--- config.mk ---
export PLATFORM = sky130hd
export DESIGN_NAME = efm_ctrl
export DESIGN_NICKNAME = d
export VERILOG_FILES = /design/src/sv/efm_pkg.sv /design/src/sv/efm_ctrl.sv
export SDC_FILE = /design/constraint.sdc
export NUM_CORES = 1
export LEC_CHECK = 0
export ABC_AREA = 1
export BUFFER_PORTS_ARGS = -buffer_cell sky130_fd_sc_hd__buf_2
export CAP_MARGIN = 20
export CORE_AREA = 2 2 46 48
export DETAILED_ROUTE_END_ITERATION = 10
export DIE_AREA = 0 0 48 50
export PLACE_DENSITY_LB_ADDON = 0.08
export SYNTH_ARGS = -nofsm -noshare
export SYNTH_HDL_FRONTEND = slang
export SYNTH_SLANG_ARGS = --single-unit
--- constraint.sdc ---
create_clock -name clk -period 1.4 [get_ports clk]
set_input_delay 0.14 -clock clk [delete_from_list [all_inputs] [get_ports clk]]
set_output_delay 0.14 -clock clk [all_outputs]
set_load 0.01 [all_outputs]
--- src/sv/efm_pkg.sv ---
// Shared types, codes and constants of the escape-time fractal metric block.
package efm_pkg;

	localparam int unsigned ITW = 10;
	localparam int unsigned MW = 31;
	localparam logic [ITW-1:0] ITER_CAP = '1;
	localparam logic [MW-1:0] METRIC_SAT = '1;

	localparam logic [2:0] CFG_SET_KIND = 3'd0;
	localparam logic [2:0] CFG_COLOR_MODE = 3'd1;
	localparam logic [2:0] CFG_JULIA_RE = 3'd2;
	localparam logic [2:0] CFG_JULIA_IM = 3'd3;
	localparam logic [2:0] CFG_ESC_RADIUS = 3'd4;

	localparam logic signed [31:0] JULIA_RE_RST = 32'sd53687091;
	localparam logic signed [31:0] JULIA_IM_RST = -32'sd139586437;
	localparam logic [30:0] ESC_RADIUS_RST = 31'd536870912;

	typedef enum logic [4:0] {
		OP_NONE, OP_LOAD, OP_MRR, OP_MII, OP_MRI, OP_NEXT, OP_MNR, OP_MNI,
		OP_SQS, OP_MAG, OP_MMM, OP_ACC, OP_NOESC, OP_LNQ, OP_SMUL, OP_KNQ,
		OP_LSS, OP_KSS, OP_LNN, OP_LDIV, OP_DIV, OP_DSQ, OP_DEV
	} op_t;

	typedef enum logic [4:0] {
		ST_IDLE, ST_MRR, ST_MII, ST_MRI, ST_NEXT, ST_MNR, ST_MNI, ST_SQS, ST_SQW,
		ST_MAG, ST_MMM, ST_ACC, ST_CHK, ST_NOESC, ST_LNQ, ST_MNQ, ST_KNQ, ST_LSS,
		ST_MSS, ST_KSS, ST_LNN, ST_MNN, ST_LDIV, ST_DIV, ST_DSQ, ST_DSW, ST_DEV,
		ST_OUT
	} st_t;

	typedef struct packed {
		op_t op;
		logic push;
	} ctrl_cmd_t;

	typedef struct packed {
		logic esc;
		logic last;
		logic mul_done;
		logic div_busy;
		logic sqrt_busy;
	} dp_sts_t;

	function automatic logic [ITW-1:0] iter_sat(input logic [31:0] v);
		return (v > 32'(ITER_CAP)) ? ITER_CAP : v[ITW-1:0];
	endfunction

endpackage

--- src/sv/efm_ctrl.sv ---
// Controller: sequences one point through iterations and the metric finish.
module efm_ctrl import efm_pkg::*; (
	input  logic      clk,
	input  logic      arst_n,
	input  logic      in_valid,
	output logic      in_ready,
	input  logic      color_mode,
	input  logic      out_free,
	input  dp_sts_t   sts,
	output ctrl_cmd_t cmd
);
	st_t st_q, st_d;

	always_ff @(posedge clk or negedge arst_n) begin
		if (!arst_n) begin
			st_q <= ST_IDLE;
		end else begin
			st_q <= st_d;
		end
	end

	always_comb begin
		st_d = st_q;
		cmd.op = OP_NONE;
		cmd.push = 1'b0;
		in_ready = 1'b0;
		case (st_q)
			ST_IDLE: begin
				in_ready = 1'b1;
				if (in_valid) begin
					cmd.op = OP_LOAD;
					st_d = ST_MRR;
				end
			end
			ST_MRR: begin cmd.op = OP_MRR; st_d = ST_MII; end
			ST_MII: begin cmd.op = OP_MII; st_d = ST_MRI; end
			ST_MRI: begin cmd.op = OP_MRI; st_d = ST_NEXT; end
			ST_NEXT: begin cmd.op = OP_NEXT; st_d = ST_MNR; end
			ST_MNR: begin cmd.op = OP_MNR; st_d = ST_MNI; end
			ST_MNI: begin cmd.op = OP_MNI; st_d = ST_SQS; end
			ST_SQS: begin cmd.op = OP_SQS; st_d = ST_SQW; end
			ST_SQW: begin
				if (!sts.sqrt_busy) st_d = ST_MAG;
			end
			ST_MAG: begin cmd.op = OP_MAG; st_d = ST_MMM; end
			ST_MMM: begin cmd.op = OP_MMM; st_d = ST_ACC; end
			ST_ACC: begin cmd.op = OP_ACC; st_d = ST_CHK; end
			ST_CHK: begin
				if (sts.esc) begin
					st_d = color_mode ? ST_LNQ : ST_OUT;
				end else if (sts.last) begin
					st_d = ST_NOESC;
				end else begin
					st_d = ST_MRR;
				end
			end
			ST_NOESC: begin cmd.op = OP_NOESC; st_d = ST_OUT; end
			ST_LNQ: begin cmd.op = OP_LNQ; st_d = ST_MNQ; end
			ST_MNQ: begin
				cmd.op = OP_SMUL;
				if (sts.mul_done) st_d = ST_KNQ;
			end
			ST_KNQ: begin cmd.op = OP_KNQ; st_d = ST_LSS; end
			ST_LSS: begin cmd.op = OP_LSS; st_d = ST_MSS; end
			ST_MSS: begin
				cmd.op = OP_SMUL;
				if (sts.mul_done) st_d = ST_KSS;
			end
			ST_KSS: begin cmd.op = OP_KSS; st_d = ST_LNN; end
			ST_LNN: begin cmd.op = OP_LNN; st_d = ST_MNN; end
			ST_MNN: begin
				cmd.op = OP_SMUL;
				if (sts.mul_done) st_d = ST_LDIV;
			end
			ST_LDIV: begin cmd.op = OP_LDIV; st_d = ST_DIV; end
			ST_DIV: begin
				cmd.op = OP_DIV;
				if (!sts.div_busy) st_d = ST_DSQ;
			end
			ST_DSQ: begin cmd.op = OP_DSQ; st_d = ST_DSW; end
			ST_DSW: begin
				if (!sts.sqrt_busy) st_d = ST_DEV;
			end
			ST_DEV: begin cmd.op = OP_DEV; st_d = ST_OUT; end
			ST_OUT: begin
				if (out_free) begin
					cmd.push = 1'b1;
					st_d = ST_IDLE;
				end
			end
			default: st_d = ST_IDLE;
		endcase
	end
endmodule

* After elaboration in Yosys (flattened, before gate mapping)
Index checks and enable logic that the tools add are counted.
Word-level totals: input bits 10, output and inout bits 7, register bits 5
Operators by class: equality and inequality tests 35, mux-type cells 17, reductions and logical operators 4
Operators by type and width (number):
- $pmux W5 S27 | 1
- $pmux W5 S22 | 1
- $eq A5 B5 Y1 const B | 12
- $mux W5 | 10
- $eq A5 B4 Y1 const B | 8
- $eq A5 B3 Y1 const B | 4
- $ne A2 B2 Y1 const B | 8
- $eq A5 B2 Y1 const B | 2
- $reduce_and A8 Y1 | 1
- $eq A5 B1 Y1 const B | 1
- $logic_not A5 Y1 | 1
- $mux W1 | 4
- $mux W4 | 1
- $reduce_or A3 Y1 | 1
- $reduce_or A2 Y1 | 1

* Logic depth before layout (Yosys ltp)
Gate-level depths: netlist of run 1.
depth in word-level cells 3, gate-level depth with buffers 11, mapped depth without buffers 10

* Least setup slack after synthesis of run 1
OpenSTA, ideal clock, no wires.
kind flip-flop to flip-flop, start point reg st_q[3], end point reg st_q[0], clock period less this slack 1.324 ns, data required time 1.284 ns, setup slack 0.076 ns, library setup time 0.116 ns, buffers on the path 2, stages on the path, launching flop included 11, arrival 1.208 ns, cell sequence dfrtp_1 > buf_4 > nor2_1 > buf_4 > nand4_1 > nand2_2 > nor2_4 > inv_2 > nor2_2 > nand2_1 > nand2_1
Between the ends: word-level cells in the longest chain between the ends 3, elaborated cells on any way between the ends 39, those cells by class eq/ne (35); mux (1); reduce/logical (3)
RTL lines:
- start, declared | RTL line efm_ctrl.sv:12 | st_t st_q, st_d;
- start signal, assigned | RTL line efm_ctrl.sv:18 | st_q <= st_d;
- $eq A5 B5 Y1, or another cell as far along | RTL line efm_ctrl.sv:27 | case (st_q)
- $reduce_or A2 Y1 (no source line) or $ne A2 B2 Y1 (tied branches)
- $pmux W5 S27 or $reduce_and A8 Y1 (tied branches)
Several ways; a longest one is shown, not always the timed one. A chain may end at the register's enable or synchronous reset.

==> flow_summary.json, run 1 <==
{
  "drc": 0,
  "fin_util_pct": 83.0,
  "area_delta_synth_final_pct": 75.8,
  "clock.fmax_mhz": 562,
  "pre_cts_ws_ns": -0.199,
  "cp_num_buf_inv": 2,
  "synth_common_cells": "67 x nand2_1, 25 x nor2_1, 19 x nand3_1",
  "yosysTopAreaCell": "nand2_1",
  "worstPathRequired_ns": 1.26,
  "clock-root-buffer": "clkbuf_4",
  "arrival_ns": 1.64,
  "fillers": 116,
  "p_switching_mw": 1.72,
  "r2r_slack_ns": -0.32,
  "layout.nets": 238,
  "post-dp-hpwl_mm": 2.36,
  "ys.flop_type": "dfrtp_1",
  "routabilityCongestion": 0.976,
  "fp.dieH_um": 50,
  "fin_crit_sh_pct": 127,
  "status": "finished, violations left",
  "cp_max_fo": 8,
  "syn_inst": 172,
  "largestRegisters": "st_q: 5 flops",
  "yosysSeqAreaShare_pct": 13.9,
  "ant_nets": 0,
  "syn_nets": 182,
  "hold_viol": 0,
  "cp-end-kind": "primary output",
  "p_leak_nw": 0.887,
  "cp_top_family": "simple AND/OR/NAND/NOR gates",
  "die-area_sq_um": 2400,
  "n_antenna_cell": 0,
  "slew_violations": 0,
  "syn_avg_cell_area_sq_um": 5.22,
  "p_seq_share_pct": 10.9,
  "numCtsBuffers": 3,
  "fin_skew_ns": 0.00293,
  "vias": 1507,
  "ys_top_cells_by_area": "nand2_1 28%, dfrtp_1 14%, nand3_1 11%",
  "r2r_start": "st_q[1]",
  "hp-class": "input pin to asynchronous set/reset pin",
  "synth_edf_count": 0,
  "yosysMostFrequentCell": "nand2_1",
  "power.density_nw_per_um2": 1990,
  "largest_reg_flops": 5,
  "reg2reg_to": "st_q[4]",
  "violations": "setup timing",
  "cts.sinks": 5,
  "slowest_stage": "dfrtp_2",
  "relSlewSlack_pct": 78.7,
  "rsz0062_at_grt": "true",
  "track_usage_pct": 37.7,
  "clockPowerShare_pct": 6.0,
  "htree_levels": 1,
  "die_x_um": 48,
  "setup_slack_ns": -0.379,
  "clk_pin_slew_ns": 0.05,
  "grt_pass1_wl_mm": 6.45,
  "synthDistinctLibCells": 21,
  "vdd_drop_max_mv": 1.38,
  "grt_max_degree": 15,
  "worst_slew_pin_slew_ns": 0.319,
  "cts_tree": "done",
  "period_needed_ns": 1.78,
  "cp-start-kind": "register",
  "row_count": 16,
  "num_io_pins": 17,
  "ff2ff_path_depth": 9,
  "drive_above_1_share_pct": 54.2,
  "grt-ovfl-total": 0,
  "cts_buffer_depth": 2,
  "synth-seq-cells": 5,
  "start_util_pct": 47.2,
  "drt_iter0_markers": 154,
  "max-cap-violations": 0,
  "synth_top_area_share_pct": 28.0,
  "crit_type": "register to primary output",
  "grt_pass1_vias": 1424,
  "top_register": "st_q",
  "path_cells": "inv_2 > nor2_4 > nand3_2 > nand2_1 > nor2_1 > nand4_1 > buf_2",
  "core_sq_um": 1900,
  "first_pass_iters": 5,
  "port_buffers": 16,
  "netlist_area_sq_um": 898,
  "insertion_delay_ns": 0.26,
  "synthArstFlopShare_pct": 100,
  "wl_per_cell_um": 17.1,
  "setup_violations": 12,
  "antenna_found_initial": 0,
  "p_comb_share_pct": 83.2,
  "vias_per_cell": 5.93,
  "routed_wl_mm": 4.35,
  "yosysWarningCount": 0,
  "internal_power_mw": 1.42,
  "p_sw_share_pct": 54.7,
  "max_stage_delay_ns": 0.46
}
-- power by group through the flow --
stage	Combinational (mW)	Clock, mW	Sequential (mW)
2_1_floorplan	1.13	0	0.250
3_3_place_gp	1.69	0	0.319
3_5_place_dp	1.69	0	0.321
4_1_cts	2.25	0.175	0.331
5_1_grt	2.79	0.198	0.345
6_report	2.62	0.187	0.342
-- what timing repair did --
item | CTS | global route
endpoints found under the setup margin | 12 | 12
endpoints found under the hold margin | 5 | 0
buffers inserted | 18 | 2
gates resized for setup | 53 | 22
hold buffers | 1 | 0
pin swaps | 20 | 14
-- through the flow --
stage / hold WS [ns] / TNS [ns] / std cells / total power, mW / instance area [sq um]
2_1_floorplan: -0.156 / 0 / 172 / 1.38 / 898
5_1_grt: 0.269 / -4.08 / 254 / 3.33 / 1580
3_3_place_gp: -0.0433 / -1.36 / 230 / 2.01 / 1140
3_5_place_dp: -0.0337 / -1.41 / 230 / 2.01 / 1140
4_1_cts: 0.244 / -2.12 / 253 / 2.76 / 1480
6_report: 0.249 / -3.39 / 254 / 3.15 / 1580
-- layout by cell type (no fill, tap or decap), types with 2 or more instances in the layout --
cell / n
buf_2: 15
buf_4: 30
buf_6: 10
clkbuf_4: 3
dfrtp_2: 4
inv_1: 9
inv_2: 7
inv_4: 2
nand2_1: 50
nand2_2: 15
nand2_4: 4
nand3_1: 14
nand3_2: 6
nand3_4: 3
nand4_1: 8
nor2_1: 13
nor2_2: 8
nor2_4: 10
o21ai_0: 3
-- per-layer routing --
metal | wire length, um | track usage (%) | vias up
li1 | - | - | 657
met1 | 1530 | 48.3 | 682
met2 | 1990 | 58.2 | 123
met3 | 540 | 9.16 | 45
met4 | 291 | 15.3 | 0
met5 | 0 | 0 | -
-- worst max-delay path by stage --
| stage | startpoint | to | slack, ns | depth (start not counted) |
|---|---|---|---|---|
| 2_1_floorplan | st_q[3] | st_q[0] | 0.08 | 10 |
| 3_3_place_gp | st_q[2] | cmd[1] | -0.22 | 7 |
| 3_5_place_dp | st_q[2] | cmd[1] | -0.20 | 7 |
| 4_1_cts | st_q[1] | cmd[2] | -0.25 | 7 |
| 5_1_grt | st_q[1] | cmd[3] | -0.42 | 8 |
| 6_report | st_q[1] | cmd[5] | -0.38 | 7 |
-- area by class of cell --
class | count | area [sq um] | area share, %
timing repair buffer | 57 | 443 | 28.1
inverter | 18 | 72.6 | 4.60
sequential | 5 | 130 | 8.24
multi-input combinational | 143 | 873 | 55.3
tap | 27 | 33.8 | 2.14
clock buffer | 4 | 26.3 | 1.66
-- logic make-up (layout without fill, tap and decap cells) --
group                  count (synthesis)  count (layout)  synth area share (%)
DFF                                    5               5                  13.9
buffers and inverters                 24              79                  12.5
AOI/OAI and AO/OA                      8               8                  4.87
and+or+nand+nor                      135             135                  68.7
No activity file was read; power rests on OpenSTA's default activity.
==> run 2, diff against run 1 <==
==> constraint.sdc (replaced) <==
create_clock -name clk -period 1.4 [get_ports clk]
set_input_delay 0.28 -clock clk [delete_from_list [all_inputs] [get_ports clk]]
set_output_delay 0.28 -clock clk [all_outputs]
set_load 0.01 [all_outputs]
==> run 2 against run 1 <==
Sequential share of layout area grew 0.066 points; maximum frequency down 6.7%; cell count grew 4.3%; setup slack worse by 0.13 ns; the run still ends with setup timing left; core utilization rose by 0.13 points; largest power group unchanged; die area unchanged; design area increased by 0.16%.
==> flow_summary.json, run 2 (synthesis results as in run 1) <==
{
  "status": "finished, violations left",
  "violations": "setup timing",
  "arrival_ns": 1.63,
  "relSlewSlack_pct": 82.0,
  "period_needed_ns": 1.91,
  "post-dp-hpwl_mm": 2.61,
  "largestRegisters": "st_q: 5 flops",
  "dp.cells": 250,
  "track_usage_pct": 35.6,
  "clk_pin_slew_ns": 0.05,
  "p_seq_share_pct": 11.8,
  "die_x_um": 48,
  "hold_viol": 0,
  "insertion_delay_ns": 0.26,
  "clockPowerShare_pct": 6.0,
  "cp_max_fo": 6,
  "vias": 1469,
  "power.density_nw_per_um2": 1980,
  "num_io_pins": 17,
  "drive_above_1_share_pct": 50.8,
  "reg2reg_to": "st_q[1]",
  "stdcell_count": 265,
  "start_util_pct": 47.2,
  "cts.sinks": 5,
  "routed_wl_mm": 4.17,
  "setup_violations": 12,
  "core_sq_um": 1900,
  "setup_slack_ns": -0.506,
  "cp-end-kind": "primary output",
  "htree_levels": 1,
  "clock.fmax_mhz": 525,
  "vias_per_cell": 5.54,
  "first_pass_iters": 5,
  "fp.dieH_um": 50,
  "grt_max_degree": 15,
  "n_antenna_cell": 0,
  "setup_tns_ns": -4.32,
  "post-route-cell-area_sq_um": 1580,
  "max-cap-violations": 0,
  "grt_pass1_wl_mm": 6.09,
  "fin_util_pct": 83.2,
  "slew_violations": 0,
  "crit_type": "register to primary output",
  "fillers": 121,
  "antenna_found_initial": 0,
  "cts_tree": "done",
  "largest_reg_flops": 5,
  "cp-start-kind": "register",
  "pre_cts_ws_ns": -0.278,
  "drt_iter0_markers": 96,
  "fin_crit_sh_pct": 136,
  "ff2ff_path_depth": 11,
  "cts_buffer_depth": 2,
  "die-area_sq_um": 2400,
  "vdd_drop_max_mv": 1.18,
  "numCtsBuffers": 3,
  "mostFrequentLayoutCell": "nand2_1",
  "layout.nets": 249,
  "grt-ovfl-total": 0,
  "ant_nets": 0,
  "clock-root-buffer": "clkbuf_4",
  "p_sw_share_pct": 52.3,
  "rsz0062_at_grt": "true",
  "routabilityCongestion": 0.972,
  "r2r_slack_ns": -0.34,
  "port_buffers": 16,
  "row_count": 16,
  "worstPathRequired_ns": 1.12,
  "grt_pass1_vias": 1356,
  "final_cell_mix": "57 x nand2_1, 43 x buf_4, 17 x nand3_1, 17 x nor2_1, 16 x buf_2",
  "fin_skew_ns": 0.00923,
  "register_area_sq_um": 131,
  "area_delta_synth_final_pct": 76.0,
  "p_switching_mw": 1.64,
  "r2r_start": "st_q[3]",
  "multiInputGateArea_sq_um": 817,
  "place_area_sq_um": 1290,
  "drc": 0,
  "top_register": "st_q",
  "p_leak_nw": 0.915,
  "p_comb_share_pct": 82.3,
  "hp-class": "input pin to asynchronous set/reset pin",
  "internal_power_mw": 1.50,
  "wl_per_cell_um": 15.8,
  "worst_slew_pin_slew_ns": 0.270
}
==> run 2: cell count changes in the layout (fill, tap and decap cells not counted), moves of 2 or more <==
cell     before  now
nor2_4       10    7
nor2_1       13   17
buf_6        10    8
nand2_1      50   57
nand2_2      15    9
nand3_1      14   17
nand3_4       3    1
buf_4        30   43
nand2_4       4    2
==> run 2: worst max path at each step <==
| stage | startpoint | end | slack, ns |
|---|---|---|---|
| finish | st_q[1] | cmd[3] | -0.51 |
| global route | st_q[1] | cmd[3] | -0.56 |
| CTS | st_q[3] | cmd[3] | -0.42 |
| detailed placement | st_q[1] | cmd[3] | -0.28 |
| global placement | st_q[1] | cmd[1] | -0.29 |
| floorplan | st_q[0] | cmd[1] | -0.006 |
==> run 2: cell type report <==
class                      count  share of cell area [%]
clock buffer                   4                    1.66
timing repair buffer          68                    31.8
multi-input combinational    143                    51.7
inverter                      18                    4.43
tap                           27                    2.14
sequential                     5                    8.31
==> run 2: timing repair <==
item | CTS | global route
gates resized for setup | 30 | 18
setup buffers | 9 | 2
setup endpoints to repair | 12 | 12
pin swaps | 14 | 10
hold endpoints to repair | 5 | 0
hold buffers | 1 | 0
==> run 2: critical path, stage by stage (launching register included) <==
cell and delay, ns:
dfrtp_2 0.43, inv_2 0.10, nor2_4 0.05, buf_6 0.15, nand2_1 0.14, inv_1 0.06
nor2_1 0.16, nand4_1 0.11, buf_2 0.15
==> run 2: metrics by stage <==
stage	power [mW]	hold slack, ns
finish	3.14	0.385
global route	3.33	0.421
CTS	2.83	0.363
detailed placement	2.29	0.0981
global placement	2.27	0.0949
floorplan	1.43	-0.0156
==> run 2: layer usage <==
layer  wire length [um]  global-route usage [%]  vias to the layer above
met3                381                    5.49                       22
met1               1570                    45.8                      671
met4                192                    9.46                        0
li1                   -                       -                      678
met5                  0                       0                        -
met2               2030                    59.1                       98
==> run 2: power groups by stage <==
stage          logic (mW)  clock network (mW)  registers (mW)
3_5_place_dp         1.94                   0           0.346
5_1_grt              2.75               0.198           0.379
4_1_cts              2.31               0.180           0.344
3_3_place_gp         1.93                   0           0.341
6_report             2.58               0.187           0.369
2_1_floorplan        1.17                   0           0.255
==> run 3, diff against run 2 <==
--- a/config.mk
+++ b/config.mk
@@ -8,9 +8,10 @@
 export ABC_AREA = 1
 export BUFFER_PORTS_ARGS = -buffer_cell sky130_fd_sc_hd__buf_2
 export CAP_MARGIN = 20
-export CORE_AREA = 2 2 46 48
+export CORE_AREA = 2 2 45 47
+export CTS_BUF_LIST = sky130_fd_sc_hd__clkbuf_4 sky130_fd_sc_hd__clkbuf_8
 export DETAILED_ROUTE_END_ITERATION = 10
-export DIE_AREA = 0 0 48 50
+export DIE_AREA = 0 0 47 49
 export PLACE_DENSITY_LB_ADDON = 0.08
 export SYNTH_ARGS = -nofsm -noshare
 export SYNTH_HDL_FRONTEND = slang
==> run 3 against run 2 <==
The run still ends with setup timing left; combinational power down 10%; critical path depth decreased by 1; non-clock buffer count decreased by 2.
==> flow_summary.json, run 3 (synthesis results as in run 1) <==
{
  "status": "finished, violations left",
  "violations": "setup timing",
  "row_count": 16,
  "post-dp-hpwl_mm": 2.63,
  "largestRegisters": "st_q: 5 flops",
  "cp_num_buf_inv": 2,
  "cts_buffer_depth": 2,
  "worstPathRequired_ns": 1.12,
  "htree_levels": 1,
  "track_usage_pct": 35.1,
  "max-cap-violations": 0,
  "max_stage_delay_ns": 0.46,
  "top_register": "st_q",
  "fin_skew_ns": 0.000133,
  "clk_pin_slew_ns": 0.05,
  "fin_crit_sh_pct": 134,
  "num_io_pins": 17,
  "cp-end-kind": "primary output",
  "first_pass_iters": 6,
  "mostFrequentLayoutCell": "nand2_1",
  "fp.dieH_um": 49,
  "grt_pass1_wl_mm": 5.98,
  "numCtsBuffers": 3,
  "r2r_slack_ns": -0.33,
  "die_x_um": 47,
  "clock.fmax_mhz": 533,
  "layout.nets": 247,
  "drt_iter0_markers": 64,
  "antenna_found_initial": 0,
  "critPathLaunch": "st_q[1]",
  "slowest_stage": "dfrtp_2",
  "fillers": 145,
  "port_buffers": 16,
  "cp_max_fo": 6,
  "cp_top_family": "simple AND/OR/NAND/NOR gates",
  "p_leak_nw": 0.884,
  "path_cells": "buf_6 > nor2_4 > nand3_2 > nand2_2 > nor3_2 > nand4_1 > buf_2",
  "relSlewSlack_pct": 80.6,
  "holdWs_ns": 0.387,
  "area_delta_synth_final_pct": 64.3,
  "hold_viol": 0,
  "period_needed_ns": 1.88,
  "drive_above_1_share_pct": 47.0,
  "final_cell_mix": "63 x nand2_1, 46 x buf_4, 19 x nor2_1, 16 x nand3_1, 15 x buf_2",
  "ant_nets": 0,
  "cp.depth": 7,
  "largest_reg_flops": 5,
  "drc": 0,
  "setup_violations": 12,
  "vias": 1402,
  "start_util_pct": 48.8,
  "wl_per_cell_um": 13.8,
  "crit_type": "register to primary output",
  "totalPowerFinal_mw": 2.90,
  "arrival_ns": 1.60,
  "vdd_drop_max_mv": 1.05,
  "cts_tree": "done",
  "power.density_nw_per_um2": 1960,
  "setup_tns_ns": -4.48,
  "r2r_start": "st_q[1]",
  "routabilityCongestion": 1.01,
  "cp-start-kind": "register",
  "grt_max_degree": 15,
  "clock-root-buffer": "clkbuf_4",
  "grt-ovfl-total": 0,
  "ff2ff_path_depth": 11,
  "reg2reg_to": "st_q[3]",
  "rsz0062_at_grt": "true",
  "cts.sinks": 5,
  "setup_slack_ns": -0.478,
  "hp-class": "input pin to asynchronous set/reset pin",
  "grt_pass1_vias": 1343,
  "die-area_sq_um": 2300,
  "insertion_delay_ns": 0.26,
  "core_sq_um": 1840,
  "worst_slew_pin_slew_ns": 0.291,
  "crit_path_end": "cmd[1]",
  "vias_per_cell": 5.33,
  "slew_violations": 0,
  "routed_wl_mm": 3.64,
  "n_antenna_cell": 0
}
[run 3: power breakdown]
part,switching [mW],internal [mW]
registers,0.140,0.220
logic,1.25,1.07
clock network,0.0844,0.129
[run 3: worst min-delay path by stage]
stage           start       to  slack [ns]  depth (start not counted)
2_1_floorplan  arst_n  st_q[0]       -0.02                          0
5_1_grt        arst_n  st_q[4]        0.38                          2
3_3_place_gp   arst_n  st_q[4]        0.09                          1
3_5_place_dp   arst_n  st_q[1]         0.1                          1
6_report       arst_n  st_q[4]        0.39                          2
4_1_cts        arst_n  st_q[0]        0.37                          2
[run 3: through the flow]
stage	instance area, sq um	utilization [%]	std cells	setup WS, ns
floorplan	918	-	172	-0.00648
global placement	1310	71.1	252	-0.267
detailed placement	1310	71.1	252	-0.275
CTS	1440	78.1	261	-0.433
global route	1480	80.2	263	-0.585
finish	1480	80.2	263	-0.478
[run 3: layout make-up]
class / instances / area [sq um] / share of cell area (%)
clock buffers: 4 / 30.0 / 2.03
multi-input cells: 143 / 736 / 49.8
flip-flops and latches: 5 / 131 / 8.90
repair buffers: 66 / 475 / 32.2
inverters: 18 / 70.1 / 4.75
well taps: 27 / 33.8 / 2.29
[run 3: metal layers]
layer	part of all wire, %	vias to the layer above	global-route usage (%)
met1	38	630	44.1
met3	8.3	17	6.67
met4	5.0	0	13.4
met5	0	-	0
li1	-	682	-
met2	48	73	57.1
[run 3: worst reg2reg max path: cells and delay by family (launching register included)]
| kind | cells | cell delay [ns] |
|---|---|---|
| DFF | 1 | 0.46 |
| and+or+nand+nor | 8 | 0.74 |
| buffers and inverters | 3 | 0.42 |
[run 3: what timing repair did]
item	CTS	global route
endpoints found under the setup margin	12	12
pin swaps	11	2
setup buffers	5	2
cloned	0	0
resized for setup	21	5
hold buffers	1	0
hold endpoints to repair	5	0
